**config.mk**
```make
export PLATFORM = sky130hd
export DESIGN_NAME = uvsg_cordic_cell
export DESIGN_NICKNAME = d
export VERILOG_FILES = /design/src/rtl/uvsg_pkg.sv /design/src/rtl/uvsg_cordic_cell.sv
export SDC_FILE = /design/constraint.sdc
export NUM_CORES = 1
export LEC_CHECK = 0
export ABC_AREA = 1
export BUFFER_PORTS_ARGS = -buffer_cell sky130_fd_sc_hd__buf_2
export CELL_PAD_IN_SITES_DETAIL_PLACEMENT = 0
export CELL_PAD_IN_SITES_GLOBAL_PLACEMENT = 1
export CORE_ASPECT_RATIO = 0.5
export CORE_MARGIN = 1.5
export CORE_UTILIZATION = 40
export CTS_BUF_LIST = sky130_fd_sc_hd__clkbuf_4
export CTS_CLUSTER_DIAMETER = 30
export DETAILED_ROUTE_END_ITERATION = 16
export PLACE_DENSITY = 0.86
export SLEW_MARGIN = 5
export SYNTH_ARGS = -nofsm -noshare
export SYNTH_HDL_FRONTEND = slang
export SYNTH_SLANG_ARGS = --single-unit
export TNS_END_PERCENT = 100
```
**constraint.sdc**
```tcl
create_clock -name i_clk -period 10 [get_ports i_clk]
set_input_delay 2 -clock i_clk [delete_from_list [all_inputs] [get_ports i_clk]]
set_output_delay 2 -clock i_clk [all_outputs]
set_load 0.1 [all_outputs]
```
**src/rtl/uvsg_pkg.sv**
```systemverilog
// Shared types, constants and helper functions of the UV sphere mesh generator.
package uvsg_pkg;

    localparam int MAX_STACKS    = 256;
    localparam int MAX_SECTORS   = 256;
    localparam int POS_FRAC_BITS = 14;

    localparam int CNT_W  = 9;
    localparam int IDX_W  = 9;
    localparam int POS_W  = 16;
    localparam int TEX_W  = 17;
    localparam int CRN_W  = 17;
    localparam int ADDR_W = 3;
    localparam int DATA_W = 32;

    // Register map, selected by paddr[2]
    localparam logic REG_STACK_COUNT  = 1'b0;
    localparam logic REG_SECTOR_COUNT = 1'b1;

    localparam logic [CNT_W-1:0] STACK_RESET  = 9'd18;
    localparam logic [CNT_W-1:0] SECTOR_RESET = 9'd36;

    // Divider chain: one quotient bit per cell, four lanes side by side
    localparam int NUM_W      = 41;
    localparam int DIV_STAGES = NUM_W;
    localparam int QUO_W      = 32;
    localparam int REM_W      = 9;
    localparam int LANES      = 4;
    localparam int LANE_PH_V  = 0;
    localparam int LANE_PH_U  = 1;
    localparam int LANE_TEX_U = 2;
    localparam int LANE_TEX_V = 3;

    // Rotation chain: one CORDIC micro-rotation per cell
    localparam int CORDIC_STAGES = 32;
    localparam int CW            = 35;
    localparam int K_W           = 5;
    localparam logic signed [CW-1:0] CORDIC_K = 35'sh0_9B74_EDA8;

    typedef enum logic [1:0] {
        KIND_VERTEX   = 2'd0,
        KIND_TRIANGLE = 2'd1,
        KIND_ERROR    = 2'd2
    } t_kind;

    typedef struct packed {
        logic [IDX_W-1:0] stack_index;
        logic [IDX_W-1:0] sector_index;
    } t_point;

    typedef struct packed {
        t_kind                   kind;
        logic signed [POS_W-1:0] pos_x;
        logic signed [POS_W-1:0] pos_y;
        logic signed [POS_W-1:0] pos_z;
        logic [TEX_W-1:0]        tex_u;
        logic [TEX_W-1:0]        tex_v;
        logic [CRN_W-1:0]        corner_a;
        logic [CRN_W-1:0]        corner_b;
        logic [CRN_W-1:0]        corner_c;
        logic                    last;
    } t_result;

    typedef struct packed {
        logic [IDX_W-1:0] stack_index;
        logic [IDX_W-1:0] sector_index;
        logic [CNT_W-1:0] stacks;
        logic [CNT_W-1:0] sectors;
    } t_side;

    typedef struct packed {
        logic [NUM_W-1:0] num;
        logic [REM_W-1:0] rem;
        logic [QUO_W-1:0] quo;
    } t_lane;

    typedef struct packed {
        t_lane [LANES-1:0] lane;
    } t_div;

    typedef struct packed {
        t_side            side;
        logic [TEX_W-1:0] tex_u;
        logic [TEX_W-1:0] tex_v;
    } t_tag;

    typedef struct packed {
        logic signed [CW-1:0] x;
        logic signed [CW-1:0] y;
        logic signed [CW-1:0] z;
        logic                 flip;
    } t_rot;

    typedef struct packed {
        t_rot u;
        t_rot v;
    } t_cord;

    // atan(2^-k) in Q0.32 turns
    function automatic logic [31:0] atan_turn(input logic [K_W-1:0] k);
        logic [31:0] a;
        unique case (k)
            5'd0:  a = 32'h20000000;
            5'd1:  a = 32'h12E4051E;
            5'd2:  a = 32'h09FB385B;
            5'd3:  a = 32'h051111D4;
            5'd4:  a = 32'h028B0D43;
            5'd5:  a = 32'h0145D7E1;
            5'd6:  a = 32'h00A2F61E;
            5'd7:  a = 32'h00517C55;
            5'd8:  a = 32'h0028BE53;
            5'd9:  a = 32'h00145F2F;
            5'd10: a = 32'h000A2F98;
            5'd11: a = 32'h000517CC;
            5'd12: a = 32'h00028BE6;
            5'd13: a = 32'h000145F3;
            5'd14: a = 32'h0000A2FA;
            5'd15: a = 32'h0000517D;
            5'd16: a = 32'h000028BE;
            5'd17: a = 32'h0000145F;
            5'd18: a = 32'h00000A30;
            5'd19: a = 32'h00000518;
            5'd20: a = 32'h0000028C;
            5'd21: a = 32'h00000146;
            5'd22: a = 32'h000000A3;
            5'd23: a = 32'h00000051;
            5'd24: a = 32'h00000029;
            5'd25: a = 32'h00000014;
            5'd26: a = 32'h0000000A;
            5'd27: a = 32'h00000005;
            5'd28: a = 32'h00000003;
            5'd29: a = 32'h00000001;
            5'd30: a = 32'h00000001;
            5'd31: a = 32'h00000000;
        endcase
        return a;
    endfunction

    // A count of zero acts as one, a count above the limit as the limit.
    function automatic logic [CNT_W-1:0] eff_count(input logic [CNT_W-1:0] r,
                                                   input logic [CNT_W-1:0] lim);
        logic [CNT_W-1:0] e;
        if (r == '0) begin
            e = CNT_W'(1);
        end else if (r > lim) begin
            e = lim;
        end else begin
            e = r;
        end
        return e;
    endfunction

endpackage

```
**src/rtl/uvsg_cordic_cell.sv**
```systemverilog
// One CORDIC micro-rotation for the latitude and longitude angles.
module uvsg_cordic_cell (
    input  logic                     i_clk,
    input  logic                     i_rst_n,
    input  logic                     i_valid,
    input  logic [uvsg_pkg::K_W-1:0] i_k,
    input  uvsg_pkg::t_tag           i_tag,
    input  uvsg_pkg::t_cord          i_cord,
    output logic                     o_valid,
    output uvsg_pkg::t_tag           o_tag,
    output uvsg_pkg::t_cord          o_cord
);
    import uvsg_pkg::*;

    logic  r_valid;
    t_tag  r_tag;
    t_cord r_cord;
    t_cord n_cord;

    function automatic t_rot rotate(input t_rot a, input logic [K_W-1:0] k);
        t_rot                 r;
        logic signed [CW-1:0] at;
        at = signed'({3'b000, atan_turn(k)});
        if (!a.z[CW-1]) begin
            r.x = a.x - (a.y >>> k);
            r.y = a.y + (a.x >>> k);
            r.z = a.z - at;
        end else begin
            r.x = a.x + (a.y >>> k);
            r.y = a.y - (a.x >>> k);
            r.z = a.z + at;
        end
        r.flip = a.flip;
        return r;
    endfunction

    always_comb begin
        n_cord.u = rotate(i_cord.u, i_k);
        n_cord.v = rotate(i_cord.v, i_k);
    end

    always_ff @(posedge i_clk) begin
        if (!i_rst_n) begin
            r_valid <= 1'b0;
        end else begin
            r_valid <= i_valid;
        end
        r_tag  <= i_tag;
        r_cord <= n_cord;
    end

    assign o_valid = r_valid;
    assign o_tag   = r_tag;
    assign o_cord  = r_cord;

endmodule

```
==> results by group, run 1 <==
Status
  • Run status: finished clean

Cells and area
  • Number of fill cells in the layout: 8234
  • Post-layout instance area: 0.0348 mm²
  • Layout area overhead: 14.6%
  • Post-layout instance count excluding filler cells: 6750
  • Nets: 6186
  • Fraction of final layout cells with drive strength greater than 1: 14.7%

Power and ir drop
  • P per Cell Area: 232 mW/mm²
  • VDD IR-drop max: 0.257 mV
  • Static Leakage: 18.5 nW

Routing
  • Count of routing violations after the opening detailed-route iteration: 3481
  • Pre-antenna DRT Iters: 10
  • Via density: 5.35
  • Average detailed-routed wire length per instance: 19.1 µm
  • Sum of routed wire length over all layers: 129 mm
  • Via Count: 36122
  • Count of unresolved DRC violations after routing: 0
  • Number of nets still failing antenna checks after routing: 0

GRT
  • Gr ovfl total: 0
  • Pin count of the biggest net entering global routing: 83
  • Vias in the first global route: 33596
  • Global routing met1 resource utilization: 42.8%
  • GR Util All Layers: 32.2%
  • Initial antenna violation count: 5
  • GR peak layer: met2
  • Met3 global-route usage: 6.70%
  • Global Route met2 Usage: 52.2%
  • Global-route wire length before repair: 193 mm

CTS
  • CTS tree: built
  • Maximum buffer depth of the clock tree: 3
  • Clock transition at path regs: 70 ps
  • Number of clock sinks: 283
  • Clock root buffer master: clkbuf_4
  • Hold Buf Count CTS: 0
  • H-tree levels: 3
  • TritonCTS buffer count: 71
  • Count of buffers added by post-CTS timing repair for setup: 0
  • Resized cells post-CTS: 0

Logic synthesis
  • Share of synthesized flip-flops with an asynchronous set or reset: 0%
  • Top FF cell, synth: dfxtp_1
  • Gate Count Post-Synth: 5172
  • YS warnings: 0
  • Post-synth top area cell: nand2_1
  • Fraction of the yosys area taken by sequential cells: 18.7%
  • Most frequent cell after synthesis: nand2_1
  • Syn_area_per_cell: 5.86 µm²
  • Post-synth EDFFs: 0
  • Distinct cells, synth: 51
  • Net count of the mapped netlist: 5687
  • Number of register bits inferred by synthesis: 283
  • Mapped cell area: 0.0303 mm²
  • Most instantiated cells after synthesis: 1687 x nand2_1, 787 x nand3_1, 451 x inv_1
  • Synth area leaders: nand2_1 21%, dfxtp_1 19%, nand3_1 13%
  • Fraction of post-synthesis cell area in the top cell type by area: 20.9%

Worst setup path
  • Crit start category: input pin
  • Delay of the slowest critical-path stage: 970 ps
  • Critical Path Most Common Cell: nand2_1
  • Setup crit end kind: flop
  • CP Max Fanout: 59
  • Start-to-end type of the worst setup path: input pin to flop
  • Critical Path RT: 10800 ps
  • Worst path arrival time: 8120 ps
  • Slowest cell on the critical path: clkinv_2
  • Crit path from: i_k[2]

Flow run
  • Max-cap violation count: 0

Place
  • Cell area after placement: 0.0338 mm²
  • Final weighted congestion in routability-driven placement: 1.03
  • IO Port Bufs: 572
  • Cells after DPL: 6620
  • Detailed placer's ending HPWL: 107 mm

Min path
  • Worst Min Path Start: i_tag[44]
  • Endpoint, Worst Hold: o_tag[44]$_DFF_P_
  • Hold/Removal Path Class: input pin to flop
  • Min-Delay Path Depth: 1

STA
  • Slew HR: 25.6%
  • Setup-violating endpoint count in the final report: 0
  • Max Transition Viols Final: 0
  • Unrepaired setup endpoints after global routing: false
  • Endpoints failing hold: 0
  • Min Clock Period, post-route: 7320 ps
  • Top achievable clock speed: 137 MHz
  • Least-Margin Pin Slew: 1120 ps
  • Period Utilization, post-route: 73.2%
  • Final total negative setup slack: 0 ps

Floorplanning
  • Cell Rows: 71
  • Full die area: 0.0776 mm²
  • DIE HEIGHT: 198 µm
  • Horizontal die dimension: 392 µm
  • Boundary pin count: 573
  • Area of the core region: 0.0751 mm²
  • Effective utilization at floorplan: 40.4%
state kept, by name, summed over array words and instances (netlist names):
register	count
o_cord	212
o_valid	1
o_tag	70
where the power goes:
part / leakage [nW] / switching [W] / internal [W]
combinational: 15.6 / 0.00440 / 0.00102
clock: 0.528 / 0.000534 / 0.000519
sequential: 2.39 / 0.0000964 / 0.00150
total: 18.5 / 0.00503 / 0.00304
area by class of cell:
class / instances / area (µm²) / area share, %
multi-input combinational: 4212 / 21900 / 62.9
sequential: 283 / 5670 / 16.3
timing repair buffer: 604 / 3110 / 8.95
inverter: 499 / 1880 / 5.41
tap: 1022 / 1280 / 3.68
clock buffer: 92 / 691 / 1.99
clock inverter: 31 / 240 / 0.691
antenna: 7 / 17.5 / 0.0504
how the worst max path moves through the flow:
stage                          end  slack [ps]  cells past startpoint
3_3_place_gp   o_cord[140]$_DFF_P_        1870                     27
5_1_grt        o_cord[210]$_DFF_P_        2210                     33
4_1_cts         o_cord[28]$_DFF_P_        2900                     28
2_1_floorplan   o_cord[28]$_DFF_P_        4160                     27
3_5_place_dp   o_cord[176]$_DFF_P_        1920                     28
6_report       o_cord[176]$_DFF_P_        2680                     28
cells in the final DEF, fill, tap and decap left out, types with 93 or more instances in the layout:
master and count:
dfxtp_1 283, nand2_1 1687, xor2_1 192, a21oi_1 283, ha_1 219, nand3_1 787
xnor2_1 93, buf_2 569, inv_1 450, nor2_1 389, o21ai_0 227
layer usage:
| layer | vias up | part of all wire (%) |
|---|---|---|
| met5 | - | 0.023 |
| met3 | 178 | 7.8 |
| met1 | 16595 | 45 |
| met2 | 1362 | 45 |
| li1 | 17981 | - |
| met4 | 6 | 2.6 |
worst max-delay path, delay by kind of cell:
| family | cells | cell delay (ps) |
|---|---|---|
| fa+ha+maj | 2 | 510 |
| xor+xnor | 1 | 260 |
| simple gates | 15 | 1700 |
| compound gates | 5 | 1320 |
| buf+inv | 5 | 2260 |
through the flow:
stage               utilization, %  power, W  setup WS, ps  hold WS, ps
finish                        46.3   0.00807          2680         1140
global route                  46.3   0.00851          2210         1040
CTS                           46.3   0.00809          2900         1020
detailed placement            45.0   0.00700          1920         2100
global placement              45.0   0.00701          1870         2100
floorplan                        -   0.00595          4160         2030
cells by family after synthesis:
family / after synthesis / share of synthesized area (%)
adders and majority gates: 225 / 9.43
DFF: 283 / 18.7
and+or+nand+nor: 3031 / 42.4
buffers and inverters: 677 / 9.18
AOI/OAI and AO/OA: 671 / 12.1
xor gates and xnor gates: 285 / 8.23
Power figures use the tool's default switching activity.
==> run 2: changes to the inputs <==
- clock period: 10 -> 6.85 ns (I/O delays scaled with it)
==> run 2 against run 1 <==
  * Utilization grew 0.70 points
  * Global-route usage grew 0.39 points
  * Via count grew 0.71%
  * Critical path type unchanged
  * Largest power group unchanged
==> results by group, run 2 (synthesis results as in run 1) <==
Cells and area
  • Highest-count cells in the layout ignoring fill and taps: 1687 x nand2_1, 787 x nand3_1, 569 x buf_2
  • Nets: 6227 (+0.66%)
  • Number of flip-flops under the largest register name: 212 (unchanged)
  • Commonest non-fill, non-tap cell in the layout: nand2_1
  • Layout area overhead: 16.4%
  • Fraction of final layout cells with drive strength greater than 1: 15.4% (+0.68 points)

CTS
  • Maximum buffer depth of the clock tree: 3 (unchanged)
  • Clock transition at path regs: 90 ps (+20 ps)
  • Resized cells post-CTS: 0 (unchanged)
  • Hold Buf Count CTS: 0 (unchanged)
  • Clock root buffer master: clkbuf_4
  • Number of clock sinks: 283 (unchanged)
  • CTS tree: built
  • Count of buffers added by post-CTS timing repair for setup: 0 (unchanged)
  • TritonCTS buffer count: 69 (-2.8%)
  • H-tree levels: 3 (unchanged)

STA
  • Least-Margin Pin Slew: 1040 ps (-74.8 ps)
  • Slew HR: 30.6% (+5.0 points)
  • Max Transition Viols Final: 0 (unchanged)
  • Top achievable clock speed: 179 MHz
  • Unrepaired setup endpoints after global routing: false
  • Setup slack of the critical path after layout: 1260 ps (-1420 ps)
  • Min Clock Period, post-route: 5590 ps
  • Setup-violating endpoint count in the final report: 0 (unchanged)
  • Final total negative setup slack: 0 ps (unchanged)
  • Endpoints failing hold: 0 (unchanged)
  • Period Utilization, post-route: 81.6%

Floorplanning
  • Horizontal die dimension: 392 µm (unchanged)
  • Area of the core region: 0.0751 mm² (unchanged)
  • Effective utilization at floorplan: 40.4% (unchanged)
  • Cell Rows: 71 (unchanged)
  • Boundary pin count: 573 (unchanged)
  • DIE HEIGHT: 198 µm (unchanged)
  • Full die area: 0.0776 mm² (unchanged)

Power and ir drop
  • Static Leakage: 18.8 nW (+1.6%)
  • VDD IR-drop max: 0.375 mV (+46%)
  • P per Cell Area: 336 mW/mm² (+45%)

Routing
  • Via Count: 36378 (+0.71%)
  • Via density: 5.35 (about the same)
  • Count of routing violations after the opening detailed-route iteration: 3441 (-1.1%)
  • Pre-antenna DRT Iters: 8 (-2)
  • Sum of routed wire length over all layers: 131 mm (+1.6%)
  • Average detailed-routed wire length per instance: 19.3 µm (+0.98%)
  • Count of unresolved DRC violations after routing: 0 (unchanged)
  • Number of nets still failing antenna checks after routing: 0 (unchanged)

Worst setup path
  • Setup crit end kind: flop
  • CP Max Fanout: 38 (-36%)
  • Crit path max-delay family: buffers and inverters
  • Worst Path Buf+Inv: 10 (+5)
  • Critical Path RT: 7650 ps (-3150 ps)
  • Start-to-end type of the worst setup path: input pin to flop
  • Critical Path Most Common Cell: nand2_1
  • Worst path arrival time: 6390 ps (-1730 ps)
  • Slowest cell on the critical path: buf_4
  • Crit start category: input pin
  • Delay of the slowest critical-path stage: 400 ps (-570 ps)

GRT
  • Pin count of the biggest net entering global routing: 116 (+40%)
  • Global-route wire length before repair: 195 mm (+1.3%)
  • Vias in the first global route: 33607 (+0.033%)
  • Initial antenna violation count: 9 (+4)
  • Gr ovfl total: 0 (unchanged)
  • GR Util All Layers: 32.6% (+0.39 points)

Flow run
  • Max-cap violation count: 0 (unchanged)

Place
  • IO Port Bufs: 572 (unchanged)
  • Worst slack at placement: 398 ps (-1530 ps)
  • Final weighted congestion in routability-driven placement: 0.995 (-3.1%)
  • Detailed placer's ending HPWL: 109 mm (+1.8%)

Min path
  • Hold/Removal Path Class: input pin to flop

Status
  • Run status: finished clean
==> run 2: cell types whose count changed in the layout (fill, tap and decap cells not counted), sizes merged <==
cell      previous run  this run
buf                604       647
clkbuf              92        93
clkinv              24        29
clkinvlp             5         3
diode                7         6
inv                498       496
==> run 2: metal layers <==
layer	part of all wire (%)	global-route usage, %	up-vias
met1	45	44.1	16733
met4	2.8	9.88	10
met5	0.039	0	-
li1	-	-	18074
met2	45	52.9	1347
met3	6.8	5.29	214
==> run 2: report_power, final <==
group          internal [W]  switching (W)
Clock              0.000764       0.000783
Sequential          0.00218       0.000130
Combinational       0.00154        0.00644
Total               0.00449        0.00736
==> run 2: final timing paths <==
path,endpoint,depth (start not counted),slack [ps],startpoint
worst max-delay path,o_cord[210]$_DFF_P_,35,1260,i_k[1]
worst min-delay path,o_tag[39]$_DFF_P_,1,490,i_tag[39]
==> run 2: final cells by class <==
class                           count  area (µm²)
Sequential cell                   283        5670
Clock inverter                     32         246
Multi-Input combinational cell   4212       21900
Antenna cell                        6        15.0
Clock buffer                       93         698
Timing Repair Buffer              647        3620
Fill cell                        8210       39800
Inverter                          499        1880
Tap cell                         1022        1280
==> run 2: through the flow <==
stage	total power [W]	hold WS, ps	utilization, %	cell area [µm²]	std cells
floorplan	0.00868	1400	-	30300	5172
global placement	0.0103	1470	45.7	34300	6663
detailed placement	0.0103	1470	45.7	34300	6663
CTS	0.0119	380	47.0	35300	6788
global route	0.0125	427	47.0	35300	6794
finish	0.0118	487	47.0	35300	6794
