$ cat src/rtl/uvsg_pkg.sv
// Shared types, constants and helper functions of the UV sphere mesh generator.
package uvsg_pkg;

    localparam int MAX_STACKS    = 256;
    localparam int MAX_SECTORS   = 256;
    localparam int POS_FRAC_BITS = 14;

    localparam int CNT_W  = 9;
    localparam int IDX_W  = 9;
    localparam int POS_W  = 16;
    localparam int TEX_W  = 17;
    localparam int CRN_W  = 17;
    localparam int ADDR_W = 3;
    localparam int DATA_W = 32;

    // Register map, selected by paddr[2]
    localparam logic REG_STACK_COUNT  = 1'b0;
    localparam logic REG_SECTOR_COUNT = 1'b1;

    localparam logic [CNT_W-1:0] STACK_RESET  = 9'd18;
    localparam logic [CNT_W-1:0] SECTOR_RESET = 9'd36;

    // Divider chain: one quotient bit per cell, four lanes side by side
    localparam int NUM_W      = 41;
    localparam int DIV_STAGES = NUM_W;
    localparam int QUO_W      = 32;
    localparam int REM_W      = 9;
    localparam int LANES      = 4;
    localparam int LANE_PH_V  = 0;
    localparam int LANE_PH_U  = 1;
    localparam int LANE_TEX_U = 2;
    localparam int LANE_TEX_V = 3;

    // Rotation chain: one CORDIC micro-rotation per cell
    localparam int CORDIC_STAGES = 32;
    localparam int CW            = 35;
    localparam int K_W           = 5;
    localparam logic signed [CW-1:0] CORDIC_K = 35'sh0_9B74_EDA8;

    typedef enum logic [1:0] {
        KIND_VERTEX   = 2'd0,
        KIND_TRIANGLE = 2'd1,
        KIND_ERROR    = 2'd2
    } t_kind;

    typedef struct packed {
        logic [IDX_W-1:0] stack_index;
        logic [IDX_W-1:0] sector_index;
    } t_point;

    typedef struct packed {
        t_kind                   kind;
        logic signed [POS_W-1:0] pos_x;
        logic signed [POS_W-1:0] pos_y;
        logic signed [POS_W-1:0] pos_z;
        logic [TEX_W-1:0]        tex_u;
        logic [TEX_W-1:0]        tex_v;
        logic [CRN_W-1:0]        corner_a;
        logic [CRN_W-1:0]        corner_b;
        logic [CRN_W-1:0]        corner_c;
        logic                    last;
    } t_result;

    typedef struct packed {
        logic [IDX_W-1:0] stack_index;
        logic [IDX_W-1:0] sector_index;
        logic [CNT_W-1:0] stacks;
        logic [CNT_W-1:0] sectors;
    } t_side;

    typedef struct packed {
        logic [NUM_W-1:0] num;
        logic [REM_W-1:0] rem;
        logic [QUO_W-1:0] quo;
    } t_lane;

    typedef struct packed {
        t_lane [LANES-1:0] lane;
    } t_div;

    typedef struct packed {
        t_side            side;
        logic [TEX_W-1:0] tex_u;
        logic [TEX_W-1:0] tex_v;
    } t_tag;

    typedef struct packed {
        logic signed [CW-1:0] x;
        logic signed [CW-1:0] y;
        logic signed [CW-1:0] z;
        logic                 flip;
    } t_rot;

    typedef struct packed {
        t_rot u;
        t_rot v;
    } t_cord;

    // atan(2^-k) in Q0.32 turns
    function automatic logic [31:0] atan_turn(input logic [K_W-1:0] k);
        logic [31:0] a;
        unique case (k)
            5'd0:  a = 32'h20000000;
            5'd1:  a = 32'h12E4051E;
            5'd2:  a = 32'h09FB385B;
            5'd3:  a = 32'h051111D4;
            5'd4:  a = 32'h028B0D43;
            5'd5:  a = 32'h0145D7E1;
            5'd6:  a = 32'h00A2F61E;
            5'd7:  a = 32'h00517C55;
            5'd8:  a = 32'h0028BE53;
            5'd9:  a = 32'h00145F2F;
            5'd10: a = 32'h000A2F98;
            5'd11: a = 32'h000517CC;
            5'd12: a = 32'h00028BE6;
            5'd13: a = 32'h000145F3;
            5'd14: a = 32'h0000A2FA;
            5'd15: a = 32'h0000517D;
            5'd16: a = 32'h000028BE;
            5'd17: a = 32'h0000145F;
            5'd18: a = 32'h00000A30;
            5'd19: a = 32'h00000518;
            5'd20: a = 32'h0000028C;
            5'd21: a = 32'h00000146;
            5'd22: a = 32'h000000A3;
            5'd23: a = 32'h00000051;
            5'd24: a = 32'h00000029;
            5'd25: a = 32'h00000014;
            5'd26: a = 32'h0000000A;
            5'd27: a = 32'h00000005;
            5'd28: a = 32'h00000003;
            5'd29: a = 32'h00000001;
            5'd30: a = 32'h00000001;
            5'd31: a = 32'h00000000;
        endcase
        return a;
    endfunction

    // A count of zero acts as one, a count above the limit as the limit.
    function automatic logic [CNT_W-1:0] eff_count(input logic [CNT_W-1:0] r,
                                                   input logic [CNT_W-1:0] lim);
        logic [CNT_W-1:0] e;
        if (r == '0) begin
            e = CNT_W'(1);
        end else if (r > lim) begin
            e = lim;
        end else begin
            e = r;
        end
        return e;
    endfunction

endpackage

$ cat src/rtl/uvsg_div_cell.sv
// One restoring division step for four lanes, passing the word on to the next cell.
module uvsg_div_cell (
    input  logic            i_clk,
    input  logic            i_rst_n,
    input  logic            i_valid,
    input  uvsg_pkg::t_side i_side,
    input  uvsg_pkg::t_div  i_div,
    output logic            o_valid,
    output uvsg_pkg::t_side o_side,
    output uvsg_pkg::t_div  o_div
);
    import uvsg_pkg::*;

    logic             r_valid;
    t_side            r_side;
    t_div             r_div;
    t_div             n_div;
    logic [CNT_W-1:0] w_dv [LANES];
    logic [REM_W:0]   w_r2 [LANES];
    logic             w_ge [LANES];

    assign w_dv[LANE_PH_V]  = i_side.sectors;
    assign w_dv[LANE_TEX_U] = i_side.sectors;
    assign w_dv[LANE_PH_U]  = i_side.stacks;
    assign w_dv[LANE_TEX_V] = i_side.stacks;

    always_comb begin
        n_div = i_div;
        for (int l = 0; l < LANES; l++) begin
            w_r2[l] = {i_div.lane[l].rem, i_div.lane[l].num[NUM_W-1]};
            w_ge[l] = (w_r2[l] >= {1'b0, w_dv[l]});
            n_div.lane[l].num = {i_div.lane[l].num[NUM_W-2:0], 1'b0};
            n_div.lane[l].rem = w_ge[l] ? REM_W'(w_r2[l] - {1'b0, w_dv[l]})
                                        : w_r2[l][REM_W-1:0];
            n_div.lane[l].quo = {i_div.lane[l].quo[QUO_W-2:0], w_ge[l]};
        end
    end

    always_ff @(posedge i_clk) begin
        if (!i_rst_n) begin
            r_valid <= 1'b0;
        end else begin
            r_valid <= i_valid;
        end
        r_side <= i_side;
        r_div  <= n_div;
    end

    assign o_valid = r_valid;
    assign o_side  = r_side;
    assign o_div   = r_div;

endmodule

$ cat config.mk
export PLATFORM = sky130hd
export DESIGN_NAME = uvsg_div_cell
export DESIGN_NICKNAME = d
export VERILOG_FILES = /design/src/rtl/uvsg_pkg.sv /design/src/rtl/uvsg_div_cell.sv
export SDC_FILE = /design/constraint.sdc
export NUM_CORES = 1
export LEC_CHECK = 0
export BUFFER_PORTS_ARGS = -buffer_cell sky130_fd_sc_hd__buf_2
export CAP_MARGIN = 20
export CORE_AREA = 5 5 278 280
export DETAILED_ROUTE_END_ITERATION = 6
export DIE_AREA = 0 0 283 285
export PLACE_DENSITY = 0.35
export SKIP_LAST_GASP = 1
export SYNTH_ARGS = -nofsm -noshare
export SYNTH_HDL_FRONTEND = slang
export SYNTH_SLANG_ARGS = --single-unit
$ cat constraint.sdc
create_clock -name i_clk -period 2.5 [get_ports i_clk]
set_input_delay 0.375 -clock i_clk [delete_from_list [all_inputs] [get_ports i_clk]]
set_output_delay 0.375 -clock i_clk [all_outputs]
set_load 0.01 [all_outputs]
==> results.md, run 1 <==
• finished, final reports clean — run status
• primary input — type of element launching the critical path
• primary input to register — class of the tightest hold or removal check
• 50 ps — clock transition at the register clock pins on the worst setup and hold paths after CTS
• sky130_fd_sc_hd__clkbuf_16 — Clock Root Buffer
• 25.7% — final core area utilization
• 0 — hold violation total from the final report
• 732 — total I/O pin count
• 14.8 µm² — average size of a mapped cell
• 45 — number of buffers created by CTS
• 2329 — Placed Cells
• 361 — CTS Sinks
• 283 µm — die span in x
• -27.2 ps — worst slack after detailed placement
• 0 — count of flip-flops with a built-in enable after synthesis
• 0 ps — final setup TNS
• 12.6% — Initial Util
• 155 ps — least setup slack across all paths after layout
• 104% — synthesis-to-finish area growth
• 6 — Max FO, Critical Path
• 0 — final count of negative-setup-slack endpoints
• 100 — row count
• 3.28 — DR vias/cell
• sky130_fd_sc_hd__dlygate4sd3_1 — slowest stage cell, crit path
• 2736 — final cell count without fillers
• 67200 µm — wire length of the first global-routing pass
• dlygate4sd3_1 -> buf_2 -> ha_1 -> inv_1 -> fa_2 -> a21o_1 -> a21oi_2 -> o21ai_1 -> a41o_1 -> buf_4 -> mux2_4 — worst path cell trace
• 2 — Max H-tree Level
• 6 — number of antenna violations at the first check in global routing
• 37200 µm — hpwl dp
• 7816 — number of fillers in the final layout
• 4 — First-pass DRT Iterations
• primary input to register — critical path class
• 2350 ps — clock period minus worst slack
• 9.11 nW — Leakage
• 0.835 — weighted congestion at the end of routability-driven global placement
• 9360 µm² — mapped cell area
• 797 nW/µm² — power per cell area
• built — TritonCTS clock tree
• 632 — Post-Syn Instances
• 3 — Clock Path Buffers
• 494 µV — Worst VDD drop
• 66.2 ps — Worst Hold Slack
• 723 — number of I/O port buffers
• 17.1 µm — WL per Instance
• 74200 µm² — core outline area
• 218 — Detailed Route Iter0 Violations
• 0 — number of warning messages in the yosys log
• 2138 — NumNets Final
• 9730 — vias in the first global route
• 0% — share of flip-flops with an asynchronous set or reset
• 0 — overflow left after global routing
• 77.2% — register area share after synthesis
• 426 MHz — maximum clock rate
• 0 — remaining antenna violation count after routing
• register — sort of element at the end of the critical path
• 10.9% — overall global routing resource usage
• 0 — number of slew-limit violations in the final report
• 46700 µm — routed wire length
• false — setup repair after global routing missed its margin
• 530 ps — CP peak stage delay
• 361 — total of flip-flops plus latches after synthesis
• 2940 ps — WP data required
• 285 µm — Die Y
• 0 — DRC violations left
• sky130_fd_sc_hd__dfxtp_1 — dominant register cell in the synthesized netlist
• 50 — count of distinct cell types in the synthesized netlist
• 93.8% — final period utilization
• 80700 µm² — DIE AREA
• 47.9% — share of layout cells above drive strength 1
• 0 — max capacitance violation total
• 8968 — Via Count
• 2780 ps — Arrival @ worst endpoint
• 13 — maximum number of pins on one net before global-route repair
-- cells in the mapped netlist, drive strengths merged (2+ instances only) --
library cell / n / area (µm²)
dfxtp: 361 / 7230
ha: 36 / 450
inv: 33 / 124
mux2: 31 / 379
a21oi: 19 / 98.9
nor2: 16 / 60.1
o21ai: 12 / 60.1
a21o: 11 / 82.6
nand2: 11 / 43.8
xnor2: 11 / 96.3
a21boi: 6 / 45.0
buf: 6 / 52.6
nand3: 6 / 30.0
nor2b: 6 / 37.5
xor2: 6 / 52.6
mux2i: 5 / 50.1
fa: 4 / 80.1
nand3b: 4 / 30.0
nand4: 4 / 25.0
nor3: 4 / 20.0
a211oi: 3 / 22.5
a221oi: 3 / 26.3
a31oi: 3 / 18.8
and3: 3 / 18.8
nand2b: 3 / 18.8
a211o: 2 / 17.5
a22oi: 2 / 15.0
nor4b: 2 / 17.5
o2111ai: 2 / 17.5
o21a: 2 / 15.0
-- cell type report --
class	count	area [µm²]	area share, %
Clock buffer	60	1250	6.56
Inverter	33	124	0.649
Sequential cell	361	7230	37.9
Tap cell	969	1210	6.35
Antenna cell	2	5.00	0.0262
Timing Repair Buffer	1056	6940	36.4
Multi-Input combinational cell	234	1980	10.4
Clock inverter	21	338	1.77
-- kinds of logic after synthesis --
logic type,Yosys count,synth area share (%)
flops,361,77.2
simple gates,63,3.54
mux,36,4.58
other cells,1,0.0400
compound gates,74,5.48
buf+inv,40,1.92
fa+ha+maj,40,5.67
xor+xnor,17,1.59
-- metal layers --
metal	track usage [%]	share of wire, %	vias up
met1	11.5	37	4192
li1	-	-	4317
met4	3.74	3.1	4
met5	0	0.058	-
met2	20.8	54	384
met3	3.12	6.6	71
-- final timing paths --
path / start / to / slack (ps) / depth (start not counted)
min: i_div[200] / o_div[201] / 70 / 2
max: i_side[0] / o_div[33] / 150 / 11
-- worst max-delay path, delay by kind of cell --
kind,cells,cell delay (ps)
buffers and inverters,4,890
AOI/OAI and AO/OA,4,700
adders and majority gates,2,520
muxes,1,290
-- flip-flops by register name, indices dropped and copies added (netlist names) --
signal / count
o_valid: 1
o_side: 36
o_div: 324
-- metrics by stage --
stage	instance area [µm²]	power (mW)
3_3_place_gp	14200	8.04
2_1_floorplan	9380	7.08
3_5_place_dp	14200	8.03
6_report	19100	15.2
4_1_cts	19000	15.6
5_1_grt	19100	15.9
-- timing repair --
item	in CTS	in global routing
hold buffers	322	0
setup endpoints to repair	0	16
hold endpoints to repair	321	0
gates resized for setup	0	4
setup buffers	0	2
-- power by group --
part | switching (mW) | internal, mW
sequential | 0.108 | 6.16
clock | 2.62 | 4.27
combinational | 0.965 | 1.10
-- cells in the final DEF (no fill, tap or decap), types with 4 or more instances in the layout --
| cell type | count |
|---|---|
| sky130_fd_sc_hd__bufinv_16 | 7 |
| sky130_fd_sc_hd__nor2b_1 | 6 |
| sky130_fd_sc_hd__mux2_2 | 23 |
| sky130_fd_sc_hd__o21ai_0 | 11 |
| sky130_fd_sc_hd__a21oi_1 | 16 |
| sky130_fd_sc_hd__mux2_4 | 8 |
| sky130_fd_sc_hd__nand2_1 | 10 |
| sky130_fd_sc_hd__clkbuf_1 | 8 |
| sky130_fd_sc_hd__xor2_1 | 6 |
| sky130_fd_sc_hd__a21boi_0 | 6 |
| sky130_fd_sc_hd__dfxtp_1 | 361 |
| sky130_fd_sc_hd__buf_4 | 10 |
| sky130_fd_sc_hd__inv_1 | 33 |
| sky130_fd_sc_hd__xnor2_1 | 11 |
| sky130_fd_sc_hd__nor2_1 | 16 |
| sky130_fd_sc_hd__clkinvlp_4 | 4 |
| sky130_fd_sc_hd__ha_1 | 36 |
| sky130_fd_sc_hd__nand3b_1 | 4 |
| sky130_fd_sc_hd__nor3_1 | 4 |
| sky130_fd_sc_hd__mux2i_1 | 5 |
| sky130_fd_sc_hd__conb_1 | 4 |
| sky130_fd_sc_hd__clkbuf_16 | 45 |
| sky130_fd_sc_hd__dlygate4sd3_1 | 322 |
| sky130_fd_sc_hd__clkinv_2 | 5 |
| sky130_fd_sc_hd__clkbuf_8 | 7 |
| sky130_fd_sc_hd__nand4_1 | 4 |
| sky130_fd_sc_hd__buf_2 | 723 |
| sky130_fd_sc_hd__a21o_1 | 11 |
| sky130_fd_sc_hd__nand3_1 | 6 |
Note: power is estimated with default switching activity, not from simulation.
==> run 2, diff against run 1 <==
CAP_MARGIN = not set   (was 20)
CELL_PAD_IN_SITES_DETAIL_PLACEMENT = 1   (was not set)
CELL_PAD_IN_SITES_GLOBAL_PLACEMENT = 1   (was not set)
CORE_AREA = 4 4 282 284   (was 5 5 278 280)
DIE_AREA = 0 0 286 288   (was 0 0 283 285)
PLACE_DENSITY = 0.42   (was 0.35)
==> run 2 against run 1 <==
Cell area up 0.84%. First-iteration DRC count down 20%. Global-route usage up 0.34 points. Combinational power up 2%. Critical path depth unchanged. Die area up 2.1%. Largest cell class unchanged. Routed wire length up 6.6%.
==> results.md, run 2 (synthesis gave the netlist of run 1 again) <==
• register — sort of element at the end of the critical path
• 77100 µm² — core outline area
• 2 — Max H-tree Level
• 4 — First-pass DRT Iterations
• 14300 µm² — area of placed instances
• 3.24 — DR vias/cell
• 9131 — Via Count
• 11.3% — overall global routing resource usage
• 0 — overflow left after global routing
• i_div[284] — startpoint of the tightest hold check path
• 49800 µm — routed wire length
• sky130_fd_sc_hd__clkbuf_16 — Clock Root Buffer
• 64.2 ps — Worst Hold Slack
• primary input — type of element launching the critical path
• 2 — count of cells along the worst hold path
• 47.8% — share of layout cells above drive strength 1
• 44 — number of buffers created by CTS
• 286 µm — die span in x
• 102 — row count
• 10 — number of antenna violations at the first check in global routing
• 723 x sky130_fd_sc_hd__buf_2, 361 x sky130_fd_sc_hd__dfxtp_1, 327 x sky130_fd_sc_hd__dlygate4sd3_1, 45 x sky130_fd_sc_hd__clkbuf_16, 36 x sky130_fd_sc_hd__ha_1 — highest-count cells in the layout ignoring fill and taps
• 2840 ps — Arrival @ worst endpoint
• 440 µV — Worst VDD drop
• 0 — max capacitance violation total
• 2400 ps — clock period minus worst slack
• o_div[285] — Hold Crit Endpoint
• 0 — number of slew-limit violations in the final report
• 105% — synthesis-to-finish area growth
• built — TritonCTS clock tree
• 723 — number of I/O port buffers
• 9.16 nW — Leakage
• finished, final reports clean — run status
• 2143 — NumNets Final
• 0 — remaining antenna violation count after routing
• 99.5 ps — least setup slack across all paths after layout
• 19200 µm² — finished layout cell area
• primary input to register — critical path class
• 14 — maximum number of pins on one net before global-route repair
• 361 — CTS Sinks
• 96.0% — final period utilization
• false — setup repair after global routing missed its margin
• 3 — Clock Path Buffers
• 732 — total I/O pin count
• -70.1 ps — worst slack after detailed placement
• 0.815 — weighted congestion at the end of routability-driven global placement
• 793 nW/µm² — power per cell area
• 417 MHz — maximum clock rate
• 0 — hold violation total from the final report
• 324 — max reg flops
• 288 µm — Die Y
• 10 — Max FO, Critical Path
• 175 — Detailed Route Iter0 Violations
• 2940 ps — WP data required
• 82400 µm² — DIE AREA
• sky130_fd_sc_hd__buf_2 — most frequent standard cell in the layout excluding fill and tap cells
• 10.2k — vias in the first global route
• 38700 µm — hpwl dp
• 17.7 µm — WL per Instance
• 0 — final count of negative-setup-slack endpoints
• i_side[0] — launch point of the worst path
• 60 ps — clock transition at the register clock pins on the worst setup and hold paths after CTS
• 12.1% — Initial Util
• primary input to register — class of the tightest hold or removal check
• 0 — DRC violations left
• 69500 µm — wire length of the first global-routing pass
-- run 2: timing repair --
| action | in CTS | in global routing |
|---|---|---|
| endpoints found under the setup margin | 0 | 14 |
| hold buffers | 327 | 0 |
| gates resized for setup | 0 | 3 |
| endpoints found under the hold margin | 326 | 0 |
| setup buffers | 0 | 2 |
-- run 2: per-layer routing --
layer / wire length (µm) / GRT usage, % / vias up
met5: 40 / 0 / -
met4: 1800 / 4.54 / 6
met3: 4050 / 3.68 / 93
met2: 25900 / 20.8 / 389
met1: 18000 / 11.8 / 4309
li1: - / - / 4334
-- run 2: critical path, stage by stage --
cell and delay (ps):
sky130_fd_sc_hd__dlygate4sd3_1 520, sky130_fd_sc_hd__buf_2 130, sky130_fd_sc_hd__ha_1 170, sky130_fd_sc_hd__inv_1 60
sky130_fd_sc_hd__fa_1 420, sky130_fd_sc_hd__a21o_1 190, sky130_fd_sc_hd__a21oi_2 170, sky130_fd_sc_hd__o21ai_1 90
sky130_fd_sc_hd__a41o_1 270, sky130_fd_sc_hd__buf_12 160, sky130_fd_sc_hd__mux2_4 290
-- run 2: how the worst max path moves through the flow --
stage,end,slack (ps),cells past startpoint
6_report,o_div[38],100,11
3_3_place_gp,o_div[40],-50,11
2_1_floorplan,o_div[40],330,9
5_1_grt,o_div[40],30,11
4_1_cts,o_div[200],80,10
3_5_place_dp,o_div[35],-70,11
-- run 2: stage by stage --
stage	util, %	total power, mW	setup TNS, ps	std cells
finish	25.0	15.3	0	2816
CTS	24.9	15.6	0	2809
global placement	18.6	8.05	-440	2401
floorplan	-	7.08	0	635
global route	24.9	16.0	0	2813
detailed placement	18.6	8.06	-496	2401
-- run 2: area by class of cell --
class | instances | area [µm²]
Antenna cell | 5 | 12.5
Clock buffer | 63 | 1290
Clock inverter | 18 | 293
Fill cell | 8886 | 57800
Inverter | 33 | 124
Multi-Input combinational cell | 234 | 1980
Sequential cell | 361 | 7230
Tap cell | 1040 | 1300
Timing Repair Buffer | 1062 | 7010
-- run 2: report_power, final --
part	switching (mW)	leakage, nW	internal (mW)
clock network	2.62	0.775	4.26
logic	1.00	5.33	1.11
registers	0.107	3.05	6.16
==> run 3, diff against run 2 <==
REMOVE_ABC_BUFFERS = 1   (was not set)
==> run 3 against run 2 <==
Via count up 0.27%. Sequential power about the same. Worst hold slack worse by 9.1 ps. Count of clock-buffer cells in the layout down 7. Die area unchanged. Cell area up 0.50%. Clock power up 4.4%. Routed wire length up 3.0%. Critical path depth unchanged. Fmax up 0.13%. Critical path type unchanged. Critical endpoint unchanged. Largest power group unchanged.
==> results.md, run 3 (synthesis gave the netlist of run 1 again) <==
• finished, final reports clean — run status
• 286 µm — die span in x
• 82400 µm² — DIE AREA
• 51300 µm — routed wire length
• 0 — DRC violations left
• primary input to register — class of the tightest hold or removal check
• 4 — First-pass DRT Iterations
• buffers and inverters — gate family responsible for the most delay along the worst path
• 102 — row count
• 0.808 — weighted congestion at the end of routability-driven global placement
• dlygate4sd3_1 -> buf_2 -> ha_1 -> inv_1 -> fa_1 -> a21o_1 -> a21oi_2 -> o21ai_1 -> a41o_1 -> buf_12 -> mux2_4 — worst path cell trace
• 13.6% — part of the power in combinational logic
• 2 — count of cells along the worst hold path
• o_div[282] — Hold Crit Endpoint
• 723 — number of I/O port buffers
• 95.9% — final period utilization
• 4 — Buffers & Inverters on Critical Path
• 106% — synthesis-to-finish area growth
• i_div[281] — startpoint of the tightest hold check path
• 3.91 mW — switching power
• 805 nW/µm² — power per cell area
• 8891 — number of fillers in the final layout
• 9.18 nW — Leakage
• 463 µV — Worst VDD drop
• 2 — Max H-tree Level
• 46.1% — portion of total power attributed to the clock network
• 2400 ps — clock period minus worst slack
• 71300 µm — wire length of the first global-routing pass
• 25.1% — net switching share of the total power
• 25.1% — final core area utilization
• sky130_fd_sc_hd__dlygate4sd3_1 — slowest stage cell, crit path
• 0 — number of slew-limit violations in the final report
• 2145 — NumNets Final
• 0 — hold violation total from the final report
• 39100 µm — hpwl dp
• 520 ps — CP peak stage delay
• sky130_fd_sc_hd__buf_2 — most frequent standard cell in the layout excluding fill and tap cells
• 15.6 mW — overall power after layout
• 45 — number of buffers created by CTS
• 11.7 mW — Int Power
• 14 — maximum number of pins on one net before global-route repair
• 48.0% — share of layout cells above drive strength 1
• register — sort of element at the end of the critical path
• 2821 — final cell count without fillers
• 40.3% — register share of total power
• 12.1% — Initial Util
• primary input to register — critical path class
• 11.7% — overall global routing resource usage
• 3.25 — DR vias/cell
• 18.2 µm — WL per Instance
• false — setup repair after global routing missed its margin
• 133 — Detailed Route Iter0 Violations
• sky130_fd_sc_hd__clkbuf_16 — Clock Root Buffer
• 9156 — Via Count
• 60 ps — clock transition at the register clock pins on the worst setup and hold paths after CTS
• 417 MHz — maximum clock rate
• 2850 ps — Arrival @ worst endpoint
• 3 — Clock Path Buffers
• 0 — remaining antenna violation count after routing
• 361 — CTS Sinks
• 10 — number of antenna violations at the first check in global routing
• 77100 µm² — core outline area
• 2950 ps — WP data required
• 324 — max reg flops
• 0 — final count of negative-setup-slack endpoints
• 723 x sky130_fd_sc_hd__buf_2, 361 x sky130_fd_sc_hd__dfxtp_1, 329 x sky130_fd_sc_hd__dlygate4sd3_1, 45 x sky130_fd_sc_hd__clkbuf_16, 36 x sky130_fd_sc_hd__ha_1 — highest-count cells in the layout ignoring fill and taps
• 288 µm — Die Y
• 10.6k — vias in the first global route
• 0 ps — final setup TNS
• 732 — total I/O pin count
• built — TritonCTS clock tree
• 0 — max capacitance violation total
• 10 — Max FO, Critical Path
• 2400 — Placed Cells
• primary input — type of element launching the critical path
• 0 — overflow left after global routing
[run 3: cell types whose count changed in the layout (fill, tap and decap cells not counted), sizes merged]
cell / previous run / this run
clkinv: 6 / 12
bufinv: 6 / 8
o31ai: 1 / 2
buf: 735 / 733
diode: 5 / 7
clkinvlp: 2 / 3
dlygate4sd3: 327 / 329
clkbuf: 63 / 56
[run 3: worst max path at each step]
stage          slack, ps      start  cells after the start         end
2_1_floorplan        270  i_div[81]                      9   o_div[33]
3_3_place_gp         -40  i_div[81]                     11   o_div[40]
3_5_place_dp         -60  i_div[81]                     11   o_div[38]
4_1_cts               90  i_side[0]                     11   o_div[38]
5_1_grt               30  i_side[0]                     10  o_div[200]
6_report             100  i_side[0]                     11   o_div[38]
[run 3: through the flow]
stage               setup WS [ps]  area, µm²  hold slack (ps)
detailed placement          -57.3      14300              479
global route                 27.5      19300             18.1
CTS                          86.1      19300             3.44
finish                        103      19300             55.0
floorplan                     268       9320              403
global placement            -42.3      14300              477
[run 3: power by group through the flow]
stage / clock (mW) / sequential, mW / combinational [mW]
after floorplan: 0 / 6.59 / 0.473
after global placement: 0 / 6.40 / 1.66
after detailed placement: 0 / 6.40 / 1.68
after CTS: 7.47 / 6.27 / 2.14
after global routing: 7.72 / 6.31 / 2.30
final: 7.18 / 6.27 / 2.12
[run 3: timing repair]
action | in CTS | in global routing
resized for setup | 0 | 5
buffers inserted | 0 | 1
endpoints found under the setup margin | 0 | 13
endpoints found under the hold margin | 328 | 0
hold buffers | 329 | 0
[run 3: final cells by class]
| class | instances | area [µm²] | share of cell area [%] |
|---|---|---|---|
| clock inverters | 27 | 422 | 2.18 |
| multi-input cells | 235 | 2010 | 10.4 |
| inverters | 33 | 124 | 0.641 |
| diodes | 7 | 17.5 | 0.0906 |
| well taps | 1040 | 1300 | 6.73 |
| repair buffers | 1062 | 7000 | 36.2 |
| flip-flops and latches | 361 | 7230 | 37.4 |
| clock buffers | 56 | 1240 | 6.40 |
[run 3: routing by layer]
layer	vias up	wire (µm)	track usage [%]
li1	4353	-	-
met1	4287	18700	12.2
met2	403	26100	21.0
met3	109	4010	3.68
met4	4	2460	5.94
met5	-	23	0
